--- config.mk ---
export PLATFORM = sky130hd
export DESIGN_NAME = sql_value_compare_predicate_unit
export DESIGN_NICKNAME = d
export VERILOG_FILES = /design/src/rtl/svcp_pkg.sv /design/src/rtl/svcp_lane.sv /design/src/rtl/svcp_merge.sv /design/src/rtl/sql_value_compare_predicate_unit.sv
export SDC_FILE = /design/constraint.sdc
export NUM_CORES = 1
export LEC_CHECK = 0
export ABC_AREA = 1
export BUFFER_PORTS_ARGS = -buffer_cell sky130_fd_sc_hd__buf_2
export CAP_MARGIN = 30
export CORE_ASPECT_RATIO = 1.75
export CORE_MARGIN = 4
export CORE_UTILIZATION = 58
export CTS_BUF_LIST = sky130_fd_sc_hd__clkbuf_2 sky130_fd_sc_hd__clkbuf_4 sky130_fd_sc_hd__clkbuf_8
export DETAILED_ROUTE_END_ITERATION = 16
export PLACE_DENSITY = 0.86
export SYNTH_ARGS = -nofsm -noshare
export SYNTH_HDL_FRONTEND = slang
export SYNTH_SLANG_ARGS = --single-unit
export TNS_END_PERCENT = 5
--- constraint.sdc ---
create_clock -name clock -period 13.7 [get_ports clock]
set_clock_uncertainty 0.2 [all_clocks]
set_input_delay 1.37 -clock clock [delete_from_list [all_inputs] [get_ports clock]]
set_output_delay 1.37 -clock clock [all_outputs]
set_load 0.03 [all_outputs]
--- src/rtl/svcp_pkg.sv ---
// Shared types, constants and a helper function for the SQL value compare predicate unit.
// No dependencies; every other file in rtl/ refers to this package by scoped names.
`default_nettype none
package svcp_pkg;

   localparam int unsigned MAX_VALUE_BYTES = 4096;
   localparam int unsigned LANES           = 8;

   localparam int unsigned LEN_W      = 13;
   localparam int unsigned BEAT_W     = 10;
   localparam int unsigned POS_W      = 14;
   localparam int unsigned BYTES_W    = 64;
   localparam int unsigned OP_W       = 3;

   localparam logic [BEAT_W-1:0] BEAT_CAP = 10'd1023;
   localparam logic [7:0]        BLANK    = 8'h20;

   typedef enum logic [1:0] {
      SIGN_EQ = 2'd0,
      SIGN_GT = 2'd1,
      SIGN_LT = 2'd2
   } sign_type;

   typedef enum logic [OP_W-1:0] {
      OP_EQ = 3'd0,
      OP_NE = 3'd1,
      OP_GT = 3'd2,
      OP_LT = 3'd3,
      OP_GE = 3'd4,
      OP_LE = 3'd5
   } op_type;

   typedef struct packed {
      logic               first_beat;
      logic               last_beat;
      logic [LEN_W-1:0]   left_len;
      logic [LEN_W-1:0]   right_len;
      logic [OP_W-1:0]    op;
      logic               char_mode;
      logic [BYTES_W-1:0] left_bytes;
      logic [BYTES_W-1:0] right_bytes;
   } req_data_type;

   typedef struct packed {
      logic matches_res;
      logic null_operand;
   } rsp_data_type;

   // Per-beat control shared by all lanes.
   typedef struct packed {
      logic [LEN_W-1:0] min_len;
      logic [LEN_W-1:0] max_len;
      logic             left_longer;
      logic             char_mode;
   } lane_ctrl_type;

   // What one lane found: hit means this byte pair fixes the order.
   typedef struct packed {
      logic hit;
      logic left_greater;
   } lane_result_type;

   typedef struct packed {
      logic     decided;
      sign_type sign;
   } verdict_type;

   // Applies the comparison operator to the final ordering.
   function automatic logic eval_op(input logic [OP_W-1:0] op, input sign_type sign);
      logic res;
      res = 1'b0;
      unique case (op)
         OP_EQ:   res = (sign == SIGN_EQ);
         OP_NE:   res = (sign != SIGN_EQ);
         OP_GT:   res = (sign == SIGN_GT);
         OP_LT:   res = (sign == SIGN_LT);
         OP_GE:   res = (sign != SIGN_LT);
         OP_LE:   res = (sign != SIGN_GT);
         default: res = 1'b0;
      endcase
      return res;
   endfunction

endpackage
`default_nettype wire

--- src/rtl/svcp_lane.sv ---
// One byte-pair compare lane of the SQL value compare predicate unit.
// Depends on svcp_pkg for the lane control and result structs.
`default_nettype none
module svcp_lane #(
   parameter int unsigned LaneIdx = 0
) (
   input  wire logic [svcp_pkg::POS_W-1:0] base_pos,
   input  wire logic [7:0]                 left_byte,
   input  wire logic [7:0]                 right_byte,
   input  wire svcp_pkg::lane_ctrl_type    ctrl,
   output svcp_pkg::lane_result_type       result
);

   logic [svcp_pkg::POS_W-1:0] pos;
   logic [svcp_pkg::POS_W-1:0] min_ext;
   logic [svcp_pkg::POS_W-1:0] max_ext;
   logic [7:0]                 tail_byte;
   logic                       in_common;
   logic                       in_tail;

   always_comb begin
      pos       = base_pos + svcp_pkg::POS_W'(LaneIdx);
      min_ext   = svcp_pkg::POS_W'(ctrl.min_len);
      max_ext   = svcp_pkg::POS_W'(ctrl.max_len);
      in_common = (pos < min_ext);
      in_tail   = !in_common && (pos < max_ext);
      tail_byte = ctrl.left_longer ? left_byte : right_byte;

      result.hit = (in_common && (left_byte != right_byte)) ||
                   (in_tail && ctrl.char_mode && (tail_byte != svcp_pkg::BLANK));
      // Inside the common part the bytes decide; in the tail the longer side wins.
      result.left_greater = in_common ? (left_byte > right_byte) : ctrl.left_longer;
   end

endmodule
`default_nettype wire

--- src/rtl/svcp_merge.sv ---
// Merge stage: folds the lane findings of one beat into the running verdict.
// Depends on svcp_pkg for the lane result and verdict structs.
`default_nettype none
module svcp_merge #(
   parameter int unsigned Lanes = svcp_pkg::LANES
) (
   input  wire svcp_pkg::lane_result_type lane_res [Lanes],
   input  wire logic                      active,
   input  wire svcp_pkg::verdict_type     verdict_cur,
   output svcp_pkg::verdict_type          verdict_nxt
);

   logic any_hit;
   logic first_gt;

   // The lowest lane that hits is the first differing byte.
   always_comb begin
      any_hit  = 1'b0;
      first_gt = 1'b0;
      for (int i = Lanes - 1; i >= 0; i--) begin
         if (lane_res[i].hit) begin
            any_hit  = 1'b1;
            first_gt = lane_res[i].left_greater;
         end
      end

      verdict_nxt = verdict_cur;
      if (active && !verdict_cur.decided && any_hit) begin
         verdict_nxt.decided = 1'b1;
         verdict_nxt.sign    = first_gt ? svcp_pkg::SIGN_GT : svcp_pkg::SIGN_LT;
      end
   end

endmodule
`default_nettype wire

--- src/rtl/sql_value_compare_predicate_unit.sv ---
// The result of a transaction carrying last_beat is registered and is on rsp_* in the cycle after it is taken.
// Throughput: one beat per cycle while req_ready is high; all lanes of a beat are compared in the cycle it is taken.
// The running verdict is updated in that same cycle, so beat n+1 may follow beat n directly.
// A new beat is held off only while an unaccepted result sits in the output register.
// Reset (synchronous, active high) clears the beat index, the verdict and the output valid.
// Depends on svcp_pkg, svcp_lane and svcp_merge.
`default_nettype none
module sql_value_compare_predicate_unit #(
   parameter int unsigned MaxValueBytes = svcp_pkg::MAX_VALUE_BYTES,
   parameter int unsigned Lanes         = svcp_pkg::LANES
) (
   input  wire logic                   clock,
   input  wire logic                   reset,
   input  wire logic                   req_valid,
   output logic                        req_ready,
   input  wire svcp_pkg::req_data_type req_data,
   output logic                        rsp_valid,
   input  wire logic                   rsp_ready,
   output svcp_pkg::rsp_data_type      rsp_data
);

   localparam int unsigned LW = svcp_pkg::LEN_W;
   localparam int unsigned BW = svcp_pkg::BEAT_W;
   localparam int unsigned PW = svcp_pkg::POS_W;

   // Running state of the comparison in progress.
   logic [BW-1:0]          beat_index_ff, beat_index_in;
   svcp_pkg::verdict_type  verdict_ff, verdict_in;

   // Output register; it parts the request side from the response side.
   logic                   rsp_valid_ff, rsp_valid_in;
   svcp_pkg::rsp_data_type rsp_data_ff, rsp_data_in;

   logic                   req_take;
   logic [LW-1:0]          left_len_c;
   logic [LW-1:0]          right_len_c;
   logic [BW-1:0]          beat_index_eff;
   svcp_pkg::verdict_type  verdict_eff;
   svcp_pkg::verdict_type  verdict_merged;
   logic                   active;
   logic [PW-1:0]          base_pos;
   svcp_pkg::lane_ctrl_type  lane_ctrl;
   svcp_pkg::lane_result_type lane_res [Lanes];
   svcp_pkg::sign_type     final_sign;
   logic                   null_seen;

   // A new transaction is taken whenever the output register is free or being drained.
   assign req_ready = !rsp_valid_ff || rsp_ready;
   assign req_take  = req_valid && req_ready;
   assign rsp_valid = rsp_valid_ff;
   assign rsp_data  = rsp_data_ff;

   // Lengths above the configured maximum count as the maximum.
   always_comb begin
      left_len_c  = (32'(req_data.left_len) > 32'(MaxValueBytes)) ?
                    LW'(MaxValueBytes) : req_data.left_len;
      right_len_c = (32'(req_data.right_len) > 32'(MaxValueBytes)) ?
                    LW'(MaxValueBytes) : req_data.right_len;

      lane_ctrl.min_len     = (left_len_c <= right_len_c) ? left_len_c : right_len_c;
      lane_ctrl.max_len     = (left_len_c <= right_len_c) ? right_len_c : left_len_c;
      lane_ctrl.left_longer = (left_len_c > right_len_c);
      lane_ctrl.char_mode   = req_data.char_mode;
   end

   // A first beat starts from a clean verdict; otherwise the running one continues.
   always_comb begin
      if (req_data.first_beat) begin
         beat_index_eff      = '0;
         verdict_eff.decided = 1'b0;
         verdict_eff.sign    = svcp_pkg::SIGN_EQ;
      end else begin
         beat_index_eff = beat_index_ff;
         verdict_eff    = verdict_ff;
      end
      // The beat index saturates; a beat at the cap compares nothing.
      active   = (beat_index_eff < svcp_pkg::BEAT_CAP);
      base_pos = PW'(beat_index_eff) * PW'(Lanes);
   end

   for (genvar g = 0; g < Lanes; g++) begin : g_lane
      svcp_lane #(
         .LaneIdx (g)
      ) u_lane (
         .base_pos   (base_pos),
         .left_byte  (req_data.left_bytes[8*g +: 8]),
         .right_byte (req_data.right_bytes[8*g +: 8]),
         .ctrl       (lane_ctrl),
         .result     (lane_res[g])
      );
   end

   svcp_merge #(
      .Lanes (Lanes)
   ) u_merge (
      .lane_res    (lane_res),
      .active      (active),
      .verdict_cur (verdict_eff),
      .verdict_nxt (verdict_merged)
   );

   // Final ordering: a differing byte wins; otherwise binary mode orders by length.
   always_comb begin
      if (verdict_merged.decided) begin
         final_sign = verdict_merged.sign;
      end else if (!req_data.char_mode && (left_len_c != right_len_c)) begin
         final_sign = (left_len_c > right_len_c) ? svcp_pkg::SIGN_GT : svcp_pkg::SIGN_LT;
      end else begin
         final_sign = svcp_pkg::SIGN_EQ;
      end
      null_seen = (left_len_c == '0) || (right_len_c == '0);
      rsp_data_in.null_operand = null_seen;
      rsp_data_in.matches_res  = !null_seen && svcp_pkg::eval_op(req_data.op, final_sign);
   end

   // Next-state logic for the verdict and the output register.
   always_comb begin
      beat_index_in = beat_index_ff;
      verdict_in    = verdict_ff;
      rsp_valid_in  = rsp_valid_ff && !rsp_ready;
      if (req_take) begin
         if (req_data.last_beat) begin
            // The comparison ends here; the state goes back to its reset values.
            beat_index_in      = '0;
            verdict_in.decided = 1'b0;
            verdict_in.sign    = svcp_pkg::SIGN_EQ;
            rsp_valid_in       = 1'b1;
         end else begin
            beat_index_in = active ? (beat_index_eff + BW'(1)) : beat_index_eff;
            verdict_in    = verdict_merged;
         end
      end
   end

   always_ff @(posedge clock) begin
      if (reset) begin
         beat_index_ff      <= '0;
         verdict_ff.decided <= 1'b0;
         verdict_ff.sign    <= svcp_pkg::SIGN_EQ;
         rsp_valid_ff       <= 1'b0;
      end else begin
         beat_index_ff <= beat_index_in;
         verdict_ff    <= verdict_in;
         rsp_valid_ff  <= rsp_valid_in;
      end
   end

   // Result payload needs no reset; it is loaded only with a last beat.
   always_ff @(posedge clock) begin
      if (req_take && req_data.last_beat) begin
         rsp_data_ff <= rsp_data_in;
      end
   end

endmodule
`default_nettype wire

==> flow_metrics.tcl, run 1 <==
set metrics [dict create \
    vias 6349 \
    crit_type "input port to flip-flop" \
    num_io_pins 168 \
    grt_pass1_vias 6206 \
    finalSetupTns_ns 0 \
    yosysUniqueCellTypes 49 \
    grt_max_degree 32 \
    numCtsBuffers 3 \
    drive_gt1_share_pct 19.12 \
    vdd_ir_drop_max_v 0.00003820 \
    gr-total-overflow 0 \
    maxCapViolations 0 \
    setup_ws_ns 5.840 \
    n_fill_cell 827 \
    postCtsSetupRepairBufs 0 \
    avgSynthCellArea_um2 5.750 \
    outcome "completed" \
    clk_pin_slew_ns 0.06 \
    hold_viol_final 0 \
    drcViolationCount 0 \
    routed-wl-met3_um 588 \
    netlist.area_leader.share_pct 24.29 \
    layout_commonest_cell "nand2_1" \
    slowest_stage "nor2_1" \
    worstPathArrival_ns 7.68 \
    synth_area_leaders "ha_1, nand2_1, inv_1" \
    power_density_mw_per_mm2 43.08 \
    grt_usage_pct 29.24 \
    synth_flop_cell "dfxtp_1" \
    rsz0062_at_grt "false" \
    gp_congestion 0.9878 \
    seqCellArea_um2 340.3 \
    crit_required_ns 13.52 \
    cp-start-kind "input port" \
    period_needed_ns 7.860 \
    first_iter_violations 360 \
    ys_ff_latch 16 \
    yosys_warnings 0 \
    synth_fp_nets 1140 \
    cts_max_path_buffers 2 \
    h-tree-depth 1 \
    top_layer "met4" \
    synth-edff-count 2 \
    crit_top_cell "nand2_1" \
    r2r_cells 33 \
    syn_area_mm2 0.005049 \
    cts_tree "yes" \
    hold_buffers 0 \
    antenna_found_initial 0 \
    slew-limit-headroom_pct 53.03 \
    fin_area_mm2 0.006037 \
    endpoint_kind "flip-flop" \
    numPortBuffers 167 \
    via_per_inst 5.492 \
    final_cell_mix "nand2_1, inv_1, buf_2, ha_1, nor2_1" \
    final_util_pct 71.67 \
    area_delta_synth_final_pct 19.58 \
    multiInputGateArea_mm2 0.004000 \
    met2WireLength_um 8864 \
    dp_hpwl_um 13710 \
    p_leak_nw 3.508 \
    core_area_mm2 0.008423 \
    synth_top_cell_by_area "ha_1" \
    clock-root-buffer "clkbuf_8" \
    cts_sinks 16 \
    wirelength_met1_um 5158 \
    seq_area_frac_synth_pct 6.741 \
    slew_violations 0 \
    placed_cell_area_mm2 0.005992 \
    grt_pass1_wl_um 25390 \
    antenna_cells 0 \
    synthArstFlopShare_pct 0 \
    slowest_delay_ns 0.35 \
    routedWlPerCell_um 13.35 \
    preCtsSetupSlack_ns 5.709 \
    die_area_mm2 0.01032 \
    nets 1304 \
    holdPathStages 2 \
    cts_resized 0 \
    die_h_um 131.4 \
    std_cell_rows 44 \
    critical_path.max_fanout 31 \
    fin_crit_sh_pct 57.37 \
    die_x_um 78.53 \
    drt-pass1-iter-count 5 \
    clk_latency_ns 0.26 \
    ant_nets 0 \
    fmax_mhz 127.2 \
    tightest_slew_ns 0.6991 \
    drt_wl_total_um 15430 \
    setup_viol 0 \
    start_util_pct 59.94 \
    hold_class "flip-flop to flip-flop" \
    synthCells 878 \
    total_power_mw 0.2601 \
]
[registers in the layout (all words and copies together) (netlist names)]
| register | flops |
|---|---|
| rsp_valid | 1 |
| verdict_ff | 3 |
| beat_index_ff | 10 |
| rsp_data | 2 |
[final timing paths]
check / from / to / slack (ns)
max reg2reg: beat_index_ff[9]$_SDFFE_PP0P_ / rsp_data[1]$_DFFE_PP_ / 9.53
min: beat_index_ff[2]$_SDFFE_PP0P_ / beat_index_ff[2]$_SDFFE_PP0P_ / 0.26
max: req_data[132] / rsp_data[1]$_DFFE_PP_ / 5.84
min reg2reg: beat_index_ff[2]$_SDFFE_PP0P_ / beat_index_ff[2]$_SDFFE_PP0P_ / 0.26
[cell families after synthesis]
| family | count (synthesis) | share of synthesized area [%] |
|---|---|---|
| xor+xnor | 2 | 0.3470 |
| simple gates | 426 | 37.45 |
| buf+inv | 185 | 14.03 |
| flops | 16 | 6.741 |
| fa+ha+maj | 98 | 24.29 |
| compound gates | 151 | 17.15 |
[where the power goes]
part	total [mW]	internal [mW]	leakage, nW	switching (mW)
combinational	0.173	0.0674	3.35	0.106
sequential	0.0494	0.0489	0.132	0.000545
clock	0.0373	0.0199	0.0231	0.0173
[layout make-up]
cell class	instances	share of cell area [%]
clock buffer	3	0.6839
clock inverter	1	0.06218
inverter	175	10.88
multi-input combinational	677	66.26
sequential	16	5.637
tap	115	2.383
timing repair buffer	169	14.09
[per-layer routing]
| layer | global-route usage [%] | vias to the layer above |
|---|---|---|
| met1 | 26.53 | 2821 |
| met3 | 1.644 | 60 |
| li1 | - | 3254 |
| met2 | 60.88 | 214 |
| met4 | 15.37 | 0 |
| met5 | 0 | - |
[worst max-delay path, delay by kind of cell]
| family | cells | cell delay, ns |
|---|---|---|
| fa+ha+maj | 2 | 0.54 |
| simple gates | 36 | 3.54 |
| compound gates | 5 | 0.84 |
| buf+inv | 11 | 1.38 |
[Yosys cell counts, drive strengths merged (4+ instances only)]
cell type	instances
ha	98
o21bai	4
clkbuf	4
nand3	51
nand2	208
nor4	27
nand3b	9
nor2	90
buf	6
a21oi	64
o22ai	5
nand4	19
nor3	15
dfxtp	14
o21ai	54
inv	175
a31oi	4
[through the flow]
step                      hold WS, ns  instances
after floorplan                0.2393        878
after global placement         0.2518       1152
after detailed placement       0.2551       1152
after CTS                      0.2652       1156
after global routing           0.2793       1156
final                          0.2647       1156
(Power assumes the default switching activity.)
==> run 2, diff against run 1 <==
--- a/config.mk
+++ b/config.mk
@@ -5,15 +5,15 @@
 export SDC_FILE = /design/constraint.sdc
 export NUM_CORES = 1
 export LEC_CHECK = 0
-export ABC_AREA = 1
+export ABC_AREA = 0
 export BUFFER_PORTS_ARGS = -buffer_cell sky130_fd_sc_hd__buf_2
 export CAP_MARGIN = 30
 export CORE_ASPECT_RATIO = 1.75
 export CORE_MARGIN = 4
-export CORE_UTILIZATION = 58
+export CORE_UTILIZATION = 48
 export CTS_BUF_LIST = sky130_fd_sc_hd__clkbuf_2 sky130_fd_sc_hd__clkbuf_4 sky130_fd_sc_hd__clkbuf_8
 export DETAILED_ROUTE_END_ITERATION = 16
-export PLACE_DENSITY = 0.86
+export PLACE_DENSITY = 0.76
 export SYNTH_ARGS = -nofsm -noshare
 export SYNTH_HDL_FRONTEND = slang
 export SYNTH_SLANG_ARGS = --single-unit
==> constraint.sdc (replaced) <==
create_clock -name clock -period 7.2 [get_ports clock]
set_clock_uncertainty 0.2 [all_clocks]
set_input_delay 0.72 -clock clock [delete_from_list [all_inputs] [get_ports clock]]
set_output_delay 0.72 -clock clock [all_outputs]
set_load 0.03 [all_outputs]
==> flow_metrics.tcl, run 2 <==
set metrics [dict create \
    vias 6036 \
    clk_latency_ns 0.26 \
    ant_nets 0 \
    yosysUniqueCellTypes 75 \
    power_density_mw_per_mm2 82.61 \
    setup_ws_ns 0.5343 \
    synthArstFlopShare_pct 0 \
    synthCells 711 \
    antenna_cells 0 \
    ys_ff_latch 16 \
    critical_path.max_fanout 17 \
    cts_tree "yes" \
    regMostFlops "beat_index_ff" \
    rsz0062_at_grt "false" \
    drt_wl_total_um 16980 \
    hold_viol_final 0 \
    grt_pass1_wl_um 26900 \
    fin_crit_sh_pct 92.58 \
    netlist.area_leader.share_pct 24.71 \
    drcViolationCount 0 \
    endpoint_kind "flip-flop" \
    first_iter_violations 291 \
    numCtsBuffers 3 \
    antenna_found_initial 0 \
    synth_fp_nets 973 \
    outcome "completed" \
    cp-start-kind "input port" \
    largest_reg_flops 10 \
    die_area_mm2 0.01209 \
    gp_congestion 1.036 \
    vdd_ir_drop_max_v 0.0001145 \
    synthXorXnorAreaFrac_pct 0.8825 \
    synth_area_leaders "ha_1, a21oi_1, inv_1" \
    synth_flop_cell "dfxtp_1" \
    multiInputGateArea_mm2 0.004279 \
    synth_mux_area_share_pct 1.866 \
    h-tree-depth 1 \
    cts_sinks 16 \
    dp_hpwl_um 14920 \
    final_cell_mix "buf_2, ha_1, inv_1, nor2_1, a21oi_1" \
    slew_violations 0 \
    die_h_um 142.5 \
    routedWlPerCell_um 16.96 \
    worstPathArrival_ns 6.56 \
    maxCapViolations 0 \
    total_power_mw 0.4967 \
    hold_class "flip-flop to flip-flop" \
    finalSetupTns_ns 0 \
    grt_max_degree 18 \
    p_leak_nw 3.006 \
    clock-root-buffer "clkbuf_8" \
    drive_gt1_share_pct 23.06 \
    p_seq_share_pct 18.9 \
    seqCellArea_um2 340.3 \
    switching_share_pct 45.38 \
    crit_type "input port to flip-flop" \
    final_util_pct 60.32 \
    die_x_um 84.86 \
    nets 1139 \
    start_util_pct 49.77 \
    fmax_mhz 150.0 \
    synth-simple-area-share_pct 33.21 \
    preCtsSetupSlack_ns 0.06675 \
    setup_viol 0 \
    numPortBuffers 167 \
    num_io_pins 168 \
    synth_fa_ha_area_share_pct 24.71 \
    synth_compound_area_share_pct 25.34 \
    yosys_warnings 0 \
    grt_usage_pct 26.86 \
    area_delta_synth_final_pct 21.18 \
    grt_pass1_vias 5988 \
    slew-limit-headroom_pct 55.60 \
    drt-pass1-iter-count 6 \
    std_cell_rows 48 \
    synth-edff-count 2 \
    gr-total-overflow 0 \
    n_fill_cell 1013 \
    syn_area_mm2 0.004962 \
    internal-power_mw 0.2713 \
    clk_pin_slew_ns 0.07 \
    synth_most_common_cell "ha_1" \
    p_switching_mw 0.2254 \
    hold_buffers 0 \
    core_area_mm2 0.009970 \
    period_needed_ns 6.666 \
    cts_max_path_buffers 2 \
    via_per_inst 6.030 \
    seq_area_frac_synth_pct 6.858 \
    pwr-share-comb_pct 66.8 \
    layout_commonest_cell "buf_2" \
    p_clk_share_pct 14.2 \
    synth_commonest_cells "ha_1, inv_1, nor2_1" \
    crit_required_ns 7.09 \
    tightest_slew_ns 0.6600 \
    synth_top_cell_by_area "ha_1" \
    avgSynthCellArea_um2 6.979 \
    synth_top_family_by_area "simple AND/OR/NAND/NOR gates" \
]
run 2: cell types whose count changed in the layout (fill, tap and decap cells not counted), moves of 10 or more:
cell,before,now
nand2_1,203,38
inv_1,167,75
nand3_1,50,15
nor2b_1,0,31
nand2b_1,0,15
nor2_1,86,74
a21o_1,2,12
run 2: critical path, stage by stage:
cell and delay, ns:
buf_2 0.15, clkinvlp_4 0.18, nand2_1 0.12, ha_1 0.31, and4_1 0.21, nand2_1 0.12
or4b_4 0.57, o211ai_4 0.34, nand2_4 0.19, buf_4 0.25, a21oi_1 0.15, ha_1 0.25
o21ai_0 0.17, o21ai_1 0.08, a31oi_1 0.22, nand2_1 0.20, a21oi_1 0.24, a32oi_2 0.25
or4_1 0.64, a221oi_2 0.32, a31oi_4 0.17, and2_1 0.24, a211o_1 0.27, a311oi_2 0.19
run 2: through the flow:
stage          instances  instance area (µm²)  hold slack [ns]
2_1_floorplan        711                 4962           0.2552
3_3_place_gp         997                 5953           0.2775
3_5_place_dp         997                 5953           0.2847
4_1_cts             1001                 5998           0.2943
5_1_grt             1001                 6013           0.3328
6_report            1001                 6013           0.2979
run 2: final timing paths:
path | end | cells past startpoint | slack, ns | start
min | verdict_ff[2]$_SDFFE_PP0P_ | 2 | 0.30 | verdict_ff[2]$_SDFFE_PP0P_
max reg2reg | rsp_data[1]$_DFFE_PP_ | 14 | 2.66 | beat_index_ff[8]$_SDFFE_PP0P_
min reg2reg | verdict_ff[2]$_SDFFE_PP0P_ | 2 | 0.30 | verdict_ff[2]$_SDFFE_PP0P_
max | rsp_data[1]$_DFFE_PP_ | 24 | 0.53 | req_data[144]
run 2: per-layer routing:
metal  track usage, %  wire length (µm)  up-vias
met5                0                 0        -
met4            16.43              1110        0
met3            2.723               887       80
met2            52.00              9144      231
met1            26.80              5836     2734
li1                 -                 -     2991
run 2: kinds of logic (layout without fill, tap and decap cells):
group,after synthesis,count (layout)
compound gates,190,190
xor+xnor,5,5
fa+ha+maj,98,98
buf+inv,91,256
flops,16,16
mux,8,8
simple gates,303,303
run 2: final cells by class:
| type | count | share of cell area [%] |
|---|---|---|
| clock buffers | 3 | 0.6866 |
| clock inverters | 1 | 0.06242 |
| inverters | 76 | 4.806 |
| multi-input cells | 604 | 71.16 |
| flip-flops and latches | 16 | 5.660 |
| well taps | 125 | 2.601 |
| repair buffers | 176 | 15.02 |
run 2: what timing repair did:
action                                  CTS  global route
resized for setup                         0             3
endpoints found under the setup margin    0             2
buffers inserted                          0             0
run 2: power by group through the flow:
stage                     clock (mW)  combinational (mW)  sequential, mW
final                         0.0706               0.332          0.0941
after global routing          0.0761               0.373          0.0943
after CTS                     0.0722               0.328          0.0941
after detailed placement           0               0.327          0.0960
after global placement             0               0.324          0.0960
after floorplan                    0               0.205          0.0979
